==> config.mk <==
export PLATFORM = sky130hd
export DESIGN_NAME = joystick_frame_checker_unit
export DESIGN_NICKNAME = d
export VERILOG_FILES = /design/src/jfc_pkg.sv /design/src/jfc_frame_acc.sv /design/src/jfc_result.sv /design/src/joystick_frame_checker_unit.sv
export SDC_FILE = /design/constraint.sdc
export NUM_CORES = 1
export LEC_CHECK = 0
export CAP_MARGIN = 20
export CORE_MARGIN = 2
export CORE_UTILIZATION = 64
export CTS_BUF_LIST = sky130_fd_sc_hd__clkbuf_16
export CTS_CLUSTER_DIAMETER = 100
export DETAILED_ROUTE_END_ITERATION = 12
export DONT_BUFFER_PORTS = 1
export PLACE_DENSITY_LB_ADDON = 0.15
export RECOVER_POWER = 25
export SETUP_SLACK_MARGIN = 0.02
export SYNTH_ARGS = -nofsm -noshare
export SYNTH_HDL_FRONTEND = slang
export SYNTH_SLANG_ARGS = --single-unit
==> constraint.sdc <==
create_clock -name i_clk -period 7.1 [get_ports i_clk]
set_input_delay 1.42 -clock i_clk [delete_from_list [all_inputs] [get_ports i_clk]]
set_output_delay 1.42 -clock i_clk [all_outputs]
set_load 0.005 [all_outputs]
==> src/jfc_pkg.sv <==
// Shared types, constants and helpers for the joystick frame checker.
package jfc_pkg;

    localparam int unsigned BYTE_W   = 8;
    localparam int unsigned SUM_W    = 12;
    localparam int unsigned SCALED_W = 11;
    localparam int unsigned CFG_IDX_W = 2;
    localparam int unsigned OUT_W    = 48;

    // Fixed byte positions inside a frame
    localparam int unsigned POS_START  = 0;
    localparam int unsigned POS_THRUST = 1;
    localparam int unsigned POS_ROLL   = 2;
    localparam int unsigned POS_PITCH  = 3;
    localparam int unsigned POS_YAW    = 4;
    localparam int unsigned POS_MODE   = 5;
    localparam int unsigned POS_MARKER = 6;

    // Register indexes
    localparam logic [CFG_IDX_W-1:0] CFG_START_VALUE   = 2'd0;
    localparam logic [CFG_IDX_W-1:0] CFG_MARKER_VALUE  = 2'd1;
    localparam logic [CFG_IDX_W-1:0] CFG_THRUST_OFFSET = 2'd2;

    localparam logic [BYTE_W-1:0] START_VALUE_RST   = 8'd253;
    localparam logic [BYTE_W-1:0] MARKER_VALUE_RST  = 8'd173;
    localparam logic [BYTE_W-1:0] THRUST_OFFSET_RST = 8'd75;

    // ceil(2^13 / 3); exact floor(m/3) for m up to 2048
    localparam logic [12:0] THIRD_RECIP = 13'd2731;
    localparam int unsigned THIRD_SHIFT = 13;

    typedef enum logic [1:0] {
        STAT_OK       = 2'd0,
        STAT_CHECKSUM = 2'd1,
        STAT_START    = 2'd2,
        STAT_MARKER   = 2'd3
    } t_status;

    typedef struct packed {
        logic [SUM_W-1:0]           sum;
        logic                       start_ok;
        logic                       marker_ok;
        logic [BYTE_W-1:0]          thrust_raw;
        logic signed [SCALED_W-1:0] roll;
        logic signed [SCALED_W-1:0] pitch;
        logic signed [BYTE_W-1:0]   yaw;
        logic [BYTE_W-1:0]          mode;
        logic [BYTE_W-1:0]          chk_low;
    } t_frame_state;

    // Signed byte times 16, divided by three, truncated toward zero
    function automatic logic signed [SCALED_W-1:0] scale_third(input logic [BYTE_W-1:0] b);
        logic [SUM_W-1:0]          x;
        logic [SUM_W-1:0]          mag;
        logic [SUM_W+12:0]         prod;
        logic [SCALED_W-1:0]       q;
        x    = {b, 4'b0000};
        mag  = b[BYTE_W-1] ? (~x + 1'b1) : x;
        prod = mag * THIRD_RECIP;
        q    = prod[THIRD_SHIFT +: SCALED_W];
        return b[BYTE_W-1] ? signed'(~q + 1'b1) : signed'(q);
    endfunction

endpackage

==> src/jfc_frame_acc.sv <==
// Byte position counter, running checksum and field capture for one frame.
module jfc_frame_acc #(
    parameter int unsigned FRAME_BYTES = 9
) (
    input  logic                        i_clk,
    input  logic                        i_rst_n,
    input  logic                        i_fire,
    input  logic [jfc_pkg::BYTE_W-1:0]  i_byte,
    input  logic [jfc_pkg::BYTE_W-1:0]  i_start_value,
    input  logic [jfc_pkg::BYTE_W-1:0]  i_marker_value,
    output jfc_pkg::t_frame_state       o_state,
    output logic                        o_last
);

    localparam int unsigned POS_W = $clog2(FRAME_BYTES);

    localparam logic [POS_W-1:0] LAST_POS = POS_W'(FRAME_BYTES - 1);
    localparam logic [POS_W-1:0] CHK_POS  = POS_W'(FRAME_BYTES - 2);

    logic [POS_W-1:0]                     r_pos, n_pos;
    logic [jfc_pkg::SUM_W-1:0]            r_sum, n_sum;
    logic                                 r_start_ok, n_start_ok;
    logic                                 r_marker_ok, n_marker_ok;
    logic [jfc_pkg::BYTE_W-1:0]           r_thrust_raw;
    logic signed [jfc_pkg::SCALED_W-1:0]  r_roll;
    logic signed [jfc_pkg::SCALED_W-1:0]  r_pitch;
    logic signed [jfc_pkg::BYTE_W-1:0]    r_yaw;
    logic [jfc_pkg::BYTE_W-1:0]           r_mode;
    logic [jfc_pkg::BYTE_W-1:0]           r_chk_low;

    assign o_last = (r_pos == LAST_POS);

    always_comb begin
        n_pos       = r_pos;
        n_sum       = r_sum;
        n_start_ok  = r_start_ok;
        n_marker_ok = r_marker_ok;
        if (i_fire) begin
            if (r_pos < CHK_POS) begin
                n_sum = r_sum + {{(jfc_pkg::SUM_W-jfc_pkg::BYTE_W){i_byte[jfc_pkg::BYTE_W-1]}},
                                 i_byte};
                if (r_pos == POS_W'(jfc_pkg::POS_START)) begin
                    n_start_ok = (i_byte == i_start_value);
                end
                if (r_pos == POS_W'(jfc_pkg::POS_MARKER)) begin
                    n_marker_ok = (i_byte == i_marker_value);
                end
                n_pos = r_pos + 1'b1;
            end else if (r_pos == CHK_POS) begin
                n_pos = r_pos + 1'b1;
            end else begin
                // last word: start the next frame
                n_pos       = '0;
                n_sum       = '0;
                n_start_ok  = 1'b0;
                n_marker_ok = 1'b0;
            end
        end
    end

    always_ff @(posedge i_clk) begin
        if (!i_rst_n) begin
            r_pos       <= '0;
            r_sum       <= '0;
            r_start_ok  <= 1'b0;
            r_marker_ok <= 1'b0;
        end else begin
            r_pos       <= n_pos;
            r_sum       <= n_sum;
            r_start_ok  <= n_start_ok;
            r_marker_ok <= n_marker_ok;
        end
    end

    // Payload capture; roll and pitch are scaled on the way in
    always_ff @(posedge i_clk) begin
        if (i_fire) begin
            if (r_pos == POS_W'(jfc_pkg::POS_THRUST)) r_thrust_raw <= i_byte;
            if (r_pos == POS_W'(jfc_pkg::POS_ROLL))
                r_roll <= jfc_pkg::scale_third(i_byte);
            if (r_pos == POS_W'(jfc_pkg::POS_PITCH))
                r_pitch <= jfc_pkg::scale_third(i_byte);
            if (r_pos == POS_W'(jfc_pkg::POS_YAW)) r_yaw <= signed'(i_byte);
            if (r_pos == POS_W'(jfc_pkg::POS_MODE)) r_mode <= i_byte;
            if (r_pos == CHK_POS) r_chk_low <= i_byte;
        end
    end

    always_comb begin
        o_state.sum        = r_sum;
        o_state.start_ok   = r_start_ok;
        o_state.marker_ok  = r_marker_ok;
        o_state.thrust_raw = r_thrust_raw;
        o_state.roll       = r_roll;
        o_state.pitch      = r_pitch;
        o_state.yaw        = r_yaw;
        o_state.mode       = r_mode;
        o_state.chk_low    = r_chk_low;
    end

    a_pos_range: assert property (@(posedge i_clk) disable iff (!i_rst_n)
        r_pos <= LAST_POS)
        else $error("frame position past last byte");

    a_frame_restart: assert property (@(posedge i_clk) disable iff (!i_rst_n)
        (i_fire && o_last) |=> (r_pos == '0 && r_sum == '0 && !r_start_ok && !r_marker_ok))
        else $error("frame state not cleared after last byte");

    a_marker_set: assert property (@(posedge i_clk) disable iff (!i_rst_n)
        $rose(r_marker_ok) |-> $past(i_fire && r_pos == POS_W'(jfc_pkg::POS_MARKER)))
        else $error("marker flag set away from marker position");

endmodule

==> src/jfc_result.sv <==
// Frame verdict and result output register.
module jfc_result (
    input  logic                        i_clk,
    input  logic                        i_rst_n,
    input  logic                        i_fire_last,
    input  logic [jfc_pkg::BYTE_W-1:0]  i_byte,
    input  jfc_pkg::t_frame_state       i_state,
    input  logic [jfc_pkg::BYTE_W-1:0]  i_thrust_offset,
    input  logic                        i_out_ready,
    output logic                        o_out_valid,
    output logic [jfc_pkg::OUT_W-1:0]   o_out_data
);

    logic                                 r_valid;
    jfc_pkg::t_status                     r_status, n_status;
    logic [jfc_pkg::BYTE_W-1:0]           r_thrust, n_thrust;
    logic signed [jfc_pkg::SCALED_W-1:0]  r_roll, n_roll;
    logic signed [jfc_pkg::SCALED_W-1:0]  r_pitch, n_pitch;
    logic signed [jfc_pkg::BYTE_W-1:0]    r_yaw, n_yaw;
    logic [jfc_pkg::BYTE_W-1:0]           r_mode, n_mode;
    logic [15:0]                          recv_chk;
    logic [15:0]                          sum_ext;

    assign recv_chk = {i_byte, i_state.chk_low};
    assign sum_ext  = {{(16-jfc_pkg::SUM_W){i_state.sum[jfc_pkg::SUM_W-1]}}, i_state.sum};

    always_comb begin
        priority if (recv_chk != sum_ext) n_status = jfc_pkg::STAT_CHECKSUM;
        else if (!i_state.start_ok)       n_status = jfc_pkg::STAT_START;
        else if (!i_state.marker_ok)      n_status = jfc_pkg::STAT_MARKER;
        else                              n_status = jfc_pkg::STAT_OK;
    end

    always_comb begin
        if (n_status == jfc_pkg::STAT_OK) begin
            n_thrust = i_state.thrust_raw + i_thrust_offset;
            n_roll   = i_state.roll;
            n_pitch  = i_state.pitch;
            n_yaw    = i_state.yaw;
            n_mode   = i_state.mode;
        end else begin
            n_thrust = '0;
            n_roll   = '0;
            n_pitch  = '0;
            n_yaw    = '0;
            n_mode   = '0;
        end
    end

    always_ff @(posedge i_clk) begin
        if (!i_rst_n) begin
            r_valid <= 1'b0;
        end else if (i_fire_last) begin
            r_valid <= 1'b1;
        end else if (i_out_ready) begin
            r_valid <= 1'b0;
        end
    end

    always_ff @(posedge i_clk) begin
        if (i_fire_last) begin
            r_status <= n_status;
            r_thrust <= n_thrust;
            r_roll   <= n_roll;
            r_pitch  <= n_pitch;
            r_yaw    <= n_yaw;
            r_mode   <= n_mode;
        end
    end

    assign o_out_valid = r_valid;
    assign o_out_data  = {r_mode, r_yaw, r_pitch, r_roll, r_thrust, r_status};

    a_valid_source: assert property (@(posedge i_clk) disable iff (!i_rst_n)
        $rose(r_valid) |-> $past(i_fire_last))
        else $error("result raised without a last byte");

    a_last_loads: assert property (@(posedge i_clk) disable iff (!i_rst_n)
        i_fire_last |=> r_valid)
        else $error("last byte did not load a result");

    a_error_zero: assert property (@(posedge i_clk) disable iff (!i_rst_n)
        (r_valid && r_status != jfc_pkg::STAT_OK) |->
        (r_thrust == '0 && r_roll == '0 && r_pitch == '0 && r_yaw == '0 && r_mode == '0))
        else $error("failed frame carries nonzero fields");

endmodule

==> src/joystick_frame_checker_unit.sv <==
// Top level of the joystick frame checker: stream ports and register file.
//
// Takes one received byte per cycle and cuts the stream into frames of
// FRAME_BYTES bytes by count alone, starting at reset. The last byte of a
// frame loads a one-word result register, so a sustained rate of one byte
// per clock holds as long as results are drained. Only the last byte of a
// frame waits when a previous result is still unaccepted. The result word
// carries a status (checksum, then start byte, then marker byte at position
// six) and the decoded stick fields, all zero when the status is not ok.
// Registers must be written through the plain write port only while the
// stream is idle; the block itself does not enforce this.
module joystick_frame_checker_unit #(
    parameter int unsigned FRAME_BYTES = 9
) (
    input  logic                             i_clk,
    input  logic                             i_rst_n,
    input  logic                             i_s_axis_tvalid,
    output logic                             o_s_axis_tready,
    input  logic [7:0]                       i_s_axis_tdata,  // [7:0] rx_byte
    output logic                             o_m_axis_tvalid,
    input  logic                             i_m_axis_tready,
    // [1:0] status, [9:2] thrust, [20:10] roll_scaled, [31:21] pitch_scaled,
    // [39:32] yaw, [47:40] mode
    output logic [jfc_pkg::OUT_W-1:0]        o_m_axis_tdata,
    input  logic                             i_cfg_we,
    input  logic [jfc_pkg::CFG_IDX_W-1:0]    i_cfg_index,
    input  logic [jfc_pkg::BYTE_W-1:0]       i_cfg_wdata
);

    logic [jfc_pkg::BYTE_W-1:0] r_start_value;
    logic [jfc_pkg::BYTE_W-1:0] r_marker_value;
    logic [jfc_pkg::BYTE_W-1:0] r_thrust_offset;

    jfc_pkg::t_frame_state frame_state;
    logic                  frame_last;
    logic                  in_fire;

    always_ff @(posedge i_clk) begin
        if (!i_rst_n) begin
            r_start_value   <= jfc_pkg::START_VALUE_RST;
            r_marker_value  <= jfc_pkg::MARKER_VALUE_RST;
            r_thrust_offset <= jfc_pkg::THRUST_OFFSET_RST;
        end else if (i_cfg_we) begin
            // drop writes to unused indexes
            unique case (i_cfg_index)
                jfc_pkg::CFG_START_VALUE:   r_start_value   <= i_cfg_wdata;
                jfc_pkg::CFG_MARKER_VALUE:  r_marker_value  <= i_cfg_wdata;
                jfc_pkg::CFG_THRUST_OFFSET: r_thrust_offset <= i_cfg_wdata;
                default: ;
            endcase
        end
    end

    // Hold only the last word of a frame while a result is pending and not taken
    assign o_s_axis_tready = !frame_last || !o_m_axis_tvalid || i_m_axis_tready;
    assign in_fire         = i_s_axis_tvalid && o_s_axis_tready;

    jfc_frame_acc #(
        .FRAME_BYTES (FRAME_BYTES)
    ) u_frame_acc (
        .i_clk          (i_clk),
        .i_rst_n        (i_rst_n),
        .i_fire         (in_fire),
        .i_byte         (i_s_axis_tdata),
        .i_start_value  (r_start_value),
        .i_marker_value (r_marker_value),
        .o_state        (frame_state),
        .o_last         (frame_last)
    );

    jfc_result u_result (
        .i_clk           (i_clk),
        .i_rst_n         (i_rst_n),
        .i_fire_last     (in_fire && frame_last),
        .i_byte          (i_s_axis_tdata),
        .i_state         (frame_state),
        .i_thrust_offset (r_thrust_offset),
        .i_out_ready     (i_m_axis_tready),
        .o_out_valid     (o_m_axis_tvalid),
        .o_out_data      (o_m_axis_tdata)
    );

endmodule

== Yosys cells after proc, flatten, opt, wreduce, memory -nomap -nowiden ==
Index checks and enable logic that the tools add are counted.
Word-level totals
  word-level logic and storage cells: 83
  register bits: 145
  input bits: 23
Operators by class
  $lt $le $gt $ge: 1
  add/subtract/negate cells: 5
  equal/unequal tests: 16
  bitwise operators: 2
  reduce and logical (&&, ||, !) cells: 22
  mux-type cells: 16
  multiply operators: 1
Operators by type and width (count)
  $mux W12: 3
  $mul A12 B12 Y24 const B: 1
  $reduce_and A2 Y1: 10
  $eq A4 B3 Y1 const B: 4
  $eq A8 B8 Y1: 2
  $ne A16 B16 Y1: 1
  $add A12 B1 Y12 const B: 1
  $add A12 B12 Y12: 1
  $not A12 Y12: 1
  $add A11 B1 Y11 const B: 1
  $mux W11: 1
  $not A11 Y11: 1
  $add A8 B8 Y8: 1
  $eq A4 B2 Y1 const B: 2
  $mux W4: 2
  $mux W1: 7
  $mux W2: 3
  $reduce_and A3 Y1: 2
  $add A4 B1 Y4 const B: 1
  $eq A4 B1 Y1 const B: 1
  $eq A4 B4 Y1 const B: 1
  $logic_not A2 Y1: 2
  $logic_not A4 Y1: 1
  $lt A4 B3 Y1 const B: 1
  8 further kinds: 12

== Depth between registers and ports, before layout ==
Gate-level depths: netlist (run 1).
  depth in word-level cells: 7
  gate-level depth with buffers: 26
  gate-level depth less buffers: 24

== By module ==
From an unflattened synthesis (run 1), not the netlist that was laid out.
Unflattened totals
  cells, all modules: 784
  area total of the unflattened synthesis: 8748.4 µm²
By module, submodules not included
  jfc_frame_acc: area an instance 5245.0 µm², sequential area each 1981.9 µm², times used 1, cells each 474
  jfc_result: area an instance 2481.1 µm², sequential area each 1461.4 µm², times used 1, cells each 207
  joystick_frame_checker_unit: area an instance 1022.2 µm², sequential area each 480.5 µm², times used 1, cells each 103

== Worst setup path after synthesis (run 1) ==
OpenSTA, ideal clock, no wires.
  kind: input-to-reg
  start point: input port i_s_axis_tdata[2]
  end point: register u_frame_acc.r_pitch[9] (netlist bit), data pin
  arrival time: 6.363 ns
  setup slack: 0.473 ns
  required time: 6.836 ns
  stages on the path: 22
  path through: clkbuf_1 > or3_1 > o31ai_1 > xor2_1 > xnor2_1 > ha_1 > ha_1 > inv_1 > fa_1 > inv_1 > fa_1 > ha_1 > nand4_1 > nor3_2 > o221ai_2 > a211o_1 > o22ai_1 > a22oi_1 > nor3b_2 > o21ai_1 > o2bb2ai_2 > xnor2_1
Between the ends
  longest elaborated chain between the ends: 7
Ends and longest elaborated chain
  from (decl): line joystick_frame_checker_unit.sv:19  | input logic [7:0] i_s_axis_tdata,
  $not A12 Y12: line jfc_pkg.sv:58  | mag = b[BYTE_W-1] ? (~x + 1'b1) : x;
  $add A12 B1 Y12: line jfc_pkg.sv:58
  $mux W12 (*): line jfc_pkg.sv:58
  $mul A12 B12 Y24 (*): line jfc_pkg.sv:59  | prod = mag * THIRD_RECIP;
  $not A11 Y11: line jfc_pkg.sv:61  | return b[BYTE_W-1] ? signed'(~q + 1'b1) : signed'(q);
  $add A11 B1 Y11: line jfc_pkg.sv:61
  $mux W11 (*): line jfc_pkg.sv:61
  to (signal assigned): line jfc_frame_acc.sv:82  | r_pitch <= jfc_pkg::scale_third(i_byte);
  to (decl): line jfc_frame_acc.sv:26  | logic signed [jfc_pkg::SCALED_W-1:0] r_pitch;
Mark *: on every way between the ends. The rest lies on a longest branch, timed or not.
A chain may end at the register's enable or synchronous reset.

== Worst setup path after layout (run 1) ==
Same ends and word-level chain as after synthesis.

==> results.yml, run 1 <==
run_status:
  outcome: "completed"
grt:
  grt_overflow_total: 0
  grt_use_total: 0.241
  grt_pass1_vias: 5330
  antenna_found_initial: 0
  grt_max_degree: 49
  grt_pass1_wl_mm: 26.3
place:
  dp.cells: 895
  portBuffers: 0
  gp_congestion: 0.875
  hpwl_mm: 11.6
final_layout:
  insertedDiodeCount: 0
  final-seq-area_sq_um: 3920
  fin_cells: 928
  nFillCells: 865
  drive_above_1_share: 0.0582
  synthToLayoutAreaGrowth_pct: 8.84
  layout.nets: 872
  multi_input_area_sq_um: 4110
floorplan:
  die_h_um: 118
  rows: 41
  dieWidth_um: 118
  initial_core_util: 0.659
  io-pin-count: 73
  dieArea_sq_um: 14000
  core_area_sq_um: 12700
sta:
  tightest_slew_ns: 1.00
  period_minus_slack_ns: 6.41
  finalHoldViolCount: 0
  final-setup-viol-count: 0
  rsz0062_at_grt: "no"
  drv_slew: 0
  period_share: 0.903
  relSlewSlack: 0.334
  worst_clock_skew_ns: 0.00832
  tns_ns: 0
  max_freq_mhz: 156
worst_hold_path:
  hold_depth: 2
  holdCritStartpoint: "r_marker_value[0]"
  hold_end: "r_marker_value[0]"
  hp-class: "flip-flop to flip-flop"
logic_synthesis:
  synth-seq-cells: 145
  synth-edff-count: 102
  syn_inst: 752
  synth_seq_area_share: 0.470
  netlist_area_sq_um: 8350
  synthArstFlopShare: 0
  synth-warning-count: 0
  synth_ff_type: "edfxtp_1"
  synth_fp_nets: 881
  yosys.cell_types.count: 53
  syn_avg_cell_area_sq_um: 11.1
setup_path:
  cp_max_fo: 12
  regToRegEndpoint: "u_frame_acc.r_sum[11]"
  r2r_slack_ns: 4.23
  endpoint_kind: "flip-flop"
  critPathArrivalTime_ns: 6.58
  r2r_cells: 10
  setup.worst_path.class: "primary input to flip-flop"
  critPathLaunchType: "primary input"
  startpoint: "i_s_axis_tdata[2]"
  rr_startpoint: "u_frame_acc.r_pos[0]"
  required_ns: 7.27
clocking:
  cts_buffers: 17
  clockBufferDepth: 2
  cts.sinks: 145
  clk_pin_slew_worst_paths_ns: 0.06
  cts_tree: "yes"
  cts_max_level: 4
  cts_hold_buf: 0
  cts_resized: 0
  cts_setup_buffers: 0
  insertion_delay_ns: 0.42
  clockRootBuffer: "clkbuf_16"
power_and_ir_drop:
  p_sw_w: 0.00110
  p_seq_frac: 0.317
  power_per_cell_area_nw_per_um2: 358
  sw_frac_of_total: 0.340
  comb_power_share: 0.402
  ir_drop_uv: 195
  p_leak_nw: 3.79
  p_int_w: 0.00215
  pwr-share-clk: 0.281
route:
  drtIter0Drc: 328
  post_drt_wl_per_cell_um: 17.0
  num_vias: 5270
  drc: 0
  avgViaCountPerCell: 5.68
  drt_pass1_iterations: 5
  drt-total-wl_mm: 15.8
  antenna_left: 0
run:
  drv_cap: 0
## per-stage QoR
stage               area (sq um)  total power (W)  utilization  setup WS [ns]  hold slack, ns
floorplan                   8350          0.00208            -          0.473           0.451
global placement            8460          0.00229        0.668          0.585           0.465
detailed placement          8460          0.00235        0.668          0.296           0.476
CTS                         9080          0.00327        0.716          0.738           0.483
global route                9090          0.00350        0.718          0.393           0.497
finish                      9090          0.00325        0.718          0.685           0.478
## power by group through the flow
| stage | clock, W | sequential, W | combinational, W |
|---|---|---|---|
| floorplan | 0 | 0.00104 | 0.00104 |
| global placement | 0 | 0.00105 | 0.00124 |
| detailed placement | 0 | 0.00105 | 0.00130 |
| CTS | 0.000928 | 0.00103 | 0.00131 |
| global route | 0.000965 | 0.00103 | 0.00150 |
| finish | 0.000913 | 0.00103 | 0.00131 |
## flip-flops by register name, summed over array words and instances (netlist names)
signal and cells:
u_frame_acc.r_chk_low 8, u_result.r_roll 11, u_frame_acc.r_yaw 8, u_result.o_out_valid 1
u_result.r_status 2, r_start_value 8, u_result.r_thrust 8, u_result.r_mode 8
u_result.r_yaw 8, u_frame_acc.r_marker_ok 1, u_frame_acc.r_pos 4, u_frame_acc.r_start_ok 1
u_result.r_pitch 11, r_thrust_offset 8, u_frame_acc.r_mode 8, u_frame_acc.r_thrust_raw 8
u_frame_acc.r_roll 11, u_frame_acc.r_sum 12, u_frame_acc.r_pitch 11, r_marker_value 8
## Yosys cell counts, types with 11 or more instances
master      n  area share
a21oi_1    21       0.013
a22oi_1    11      0.0099
and2_1     49       0.037
clkbuf_1   26       0.012
dfxtp_1    43        0.10
edfxtp_1  102        0.37
fa_1       20       0.048
ha_1       86        0.13
inv_1      54       0.024
nand2_1    63       0.028
nand3_1    17       0.010
nor2_1     25       0.011
nor2b_1    25       0.019
o21ai_0    18       0.011
xnor2_1    28       0.029
xor2_1     41       0.043
## per-layer routing
layer / global-route usage / wire length (um) / vias up
met5: 0 / 0 / -
met4: 0.0934 / 246 / 0
met3: 0.0497 / 754 / 23
met2: 0.387 / 7440 / 156
met1: 0.323 / 7370 / 2497
li1: - / - / 2594
## cell families after synthesis
kind of cell    share of synthesized area
simple gates                        0.149
flops                               0.470
fa+ha+maj                           0.177
compound gates                     0.0810
buf+inv                            0.0385
xor+xnor                           0.0723
mux                                0.0121
other cells                      0.000449
## placed cells by master (no fill, tap or decap), drive strengths merged, types with 5 or more instances in the layout
cell type,n
dfxtp,43
inv,56
clkinv,7
o21ai,21
and2,49
fa,20
and3,10
nand2,63
edfxtp,102
nand4,6
nor2b,25
a21o,8
a22oi,11
nor4,8
xnor2,28
or3,5
clkbuf,17
a21oi,23
nor3,11
o21bai,8
a21boi,11
mux2i,9
xor2,41
nand2b,6
nand3,17
nor2,25
ha,86
## area by class of cell
| type | count | area share |
|---|---|---|
| Multi-Input combinational cell | 523 | 0.452 |
| Timing Repair Buffer | 2 | 0.00248 |
| Inverter | 54 | 0.0223 |
| Clock inverter | 15 | 0.0212 |
| Tap cell | 172 | 0.0237 |
| Sequential cell | 145 | 0.432 |
| Clock buffer | 17 | 0.0468 |
## worst max-delay path by stage
stage | to | slack [ns] | cells after the start
floorplan | u_frame_acc.r_pitch[9] | 0.47 | 22
global placement | u_frame_acc.r_pitch[9] | 0.59 | 24
detailed placement | u_frame_acc.r_roll[9] | 0.30 | 22
CTS | u_frame_acc.r_roll[9] | 0.74 | 22
global route | u_frame_acc.r_pitch[5] | 0.39 | 21
finish | u_frame_acc.r_pitch[9] | 0.69 | 22
## worst max-delay path, stage by stage
cell,delay [ns]
or3_1,0.40
nand2_1,0.10
xor2_1,0.30
inv_1,0.15
xnor2_1,0.31
ha_1,0.31
ha_1,0.29
inv_1,0.05
fa_1,0.52
inv_1,0.05
fa_1,0.47
ha_1,0.30
nand4_1,0.12
nor3_2,0.27
o221ai_2,0.20
a21oi_2,0.33
nand4_1,0.14
o211ai_1,0.19
nor3b_2,0.27
o21ai_1,0.12
o2bb2ai_2,0.13
xnor2_1,0.13
Note: power is estimated with default switching activity, not from simulation.
==> inputs of run 2 (changes only) <==
--- a/config.mk
+++ b/config.mk
@@ -6,6 +6,7 @@
 export NUM_CORES = 1
 export LEC_CHECK = 0
 export CAP_MARGIN = 20
+export CORE_ASPECT_RATIO = 0.75
 export CORE_MARGIN = 2
 export CORE_UTILIZATION = 64
 export CTS_BUF_LIST = sky130_fd_sc_hd__clkbuf_16
==> run 2 against run 1 <==
- register-to-register slack got worse by 0.06 ns
- global-route usage increased by 1.8 points
- worst setup slack improved by 0.052 ns
==> results.yml, run 2 (synthesized netlist as in run 1, its figures left out) <==
sta:
  tns_ns: 0
  final-setup-viol-count: 0
  finalHoldViolCount: 0
  period_minus_slack_ns: 6.36
  rsz0062_at_grt: "no"
  setup_ws_ns: 0.738
  relSlewSlack: 0.367
  tightest_slew_ns: 0.947
  period_share: 0.896
  worst_clock_skew_ns: 0.00771
  drv_slew: 0
  max_freq_mhz: 157
floorplan:
  core_area_sq_um: 12900
  dieArea_sq_um: 14000
  io-pin-count: 73
  die_h_um: 103
  dieWidth_um: 136
  rows: 36
  initial_core_util: 0.649
final_layout:
  insertedDiodeCount: 0
  layout.nets: 874
  multi_input_area_sq_um: 4110
  largest_reg_flops: 12
  top_register: "u_frame_acc.r_sum"
  nFillCells: 936
  final_cell_area_sq_um: 9050
  utilization: 0.702
  drive_above_1_share: 0.0607
  synthToLayoutAreaGrowth_pct: 8.28
  final_common_cell: "edfxtp_1"
  final-seq-area_sq_um: 3920
  final_cell_mix: "edfxtp_1 (102), ha_1 (86), nand2_1 (63)"
clocking:
  insertion_delay_ns: 0.42
  clk_pin_slew_worst_paths_ns: 0.06
  cts_resized: 0
  clockRootBuffer: "clkbuf_16"
  clockBufferDepth: 2
  cts_setup_buffers: 0
  cts_buffers: 17
  cts_max_level: 4
  cts_tree: "yes"
  cts_hold_buf: 0
  cts.sinks: 145
route:
  drtIter0Drc: 334
  antenna_left: 0
  avgViaCountPerCell: 5.83
  drt_pass1_iterations: 7
  post_drt_wl_per_cell_um: 18.3
  drc: 0
  num_vias: 5417
  drt-total-wl_mm: 17.0
grt:
  antenna_found_initial: 0
  grt_use_total: 0.259
  grt_overflow_total: 0
  grt_max_degree: 49
  grt_pass1_wl_mm: 27.1
  grt_pass1_vias: 5141
power_and_ir_drop:
  comb_power_share: 0.422
  power_per_cell_area_nw_per_um2: 352
  p_sw_w: 0.00117
  sw_frac_of_total: 0.367
  ir_drop_uv: 258
  pwr-share-clk: 0.254
  p_leak_nw: 3.76
  p_seq_frac: 0.324
  p_int_w: 0.00201
setup_path:
  r2r_slack_ns: 4.17
  setup.worst_path.class: "primary input to flip-flop"
  cp_max_fo: 15
  critPathArrivalTime_ns: 6.52
  endpoint_kind: "flip-flop"
  required_ns: 7.26
  critPathLaunchType: "primary input"
worst_hold_path:
  hp-class: "flip-flop to flip-flop"
place:
  place_ws_ns: 0.325
  hpwl_mm: 12.4
  gp_congestion: 0.875
  portBuffers: 0
  placed_cell_area_sq_um: 8470
run_status:
  outcome: "completed"
run:
  drv_cap: 0
-- run 2: cell count changes in the layout (fill, tap and decap cells not counted), moves of 2 or more --
| cell | change |
|---|---|
| clkinv_4 | -2 |
| inv_6 | +2 |
| clkinvlp_4 | +3 |
| bufinv_16 | -4 |
| inv_8 | +2 |
-- run 2: per-layer routing --
layer	wire length, um	global-route usage	vias to the layer above	share of wire
met5	0	0	-	0
met4	196	0.0721	0	0.012
met3	1060	0.0639	18	0.062
met2	7170	0.377	183	0.42
met1	8590	0.387	2617	0.51
li1	-	-	2599	-
-- run 2: critical path, stage by stage --
cell and delay [ns]:
inv_1 0.03, ha_1 0.29, mux2i_1 0.30, inv_1 0.20
ha_1 0.39, ha_1 0.22, fa_1 0.48, ha_1 0.29
inv_1 0.05, fa_1 0.57, inv_1 0.06, ha_1 0.29
o21ai_0 0.11, o21ai_0 0.26, o221ai_2 0.20, a21oi_2 0.35
nand4_1 0.14, o211ai_1 0.19, nor3b_2 0.29, o21ai_1 0.11
o2bb2ai_2 0.13, xnor2_1 0.14
-- run 2: per-stage QoR --
step	instances	power (W)	hold slack [ns]
after detailed placement	895	0.00237	0.475
final	929	0.00318	0.482
after floorplan	752	0.00208	0.451
after CTS	927	0.00319	0.486
after global placement	895	0.00233	0.466
after global routing	929	0.00340	0.507
-- run 2: path summary, 6_finish.rpt --
| path | start | end | depth (start not counted) |
|---|---|---|---|
| setup reg to reg | u_frame_acc.r_pos[0] | u_frame_acc.r_sum[11] | 10 |
| setup / recovery | i_s_axis_tdata[0] | u_frame_acc.r_roll[9] | 22 |
| hold / removal | r_marker_value[1] | r_marker_value[1] | 2 |
| hold reg to reg | r_marker_value[1] | r_marker_value[1] | 2 |
-- run 2: power groups by stage --
stage | Sequential, W | Clock [W] | Combinational [W]
after floorplan | 0.00104 | 0 | 0.00104
after global placement | 0.00105 | 0 | 0.00129
after detailed placement | 0.00105 | 0 | 0.00132
after CTS | 0.00103 | 0.000815 | 0.00134
after global routing | 0.00103 | 0.000851 | 0.00152
final | 0.00103 | 0.000808 | 0.00134
-- run 2: layout make-up --
cell class | count | area share
Clock buffer | 17 | 0.0470
Timing Repair Buffer | 4 | 0.00636
Multi-Input combinational cell | 523 | 0.454
Tap cell | 171 | 0.0237
Inverter | 54 | 0.0224
Sequential cell | 145 | 0.434
Clock inverter | 15 | 0.0124
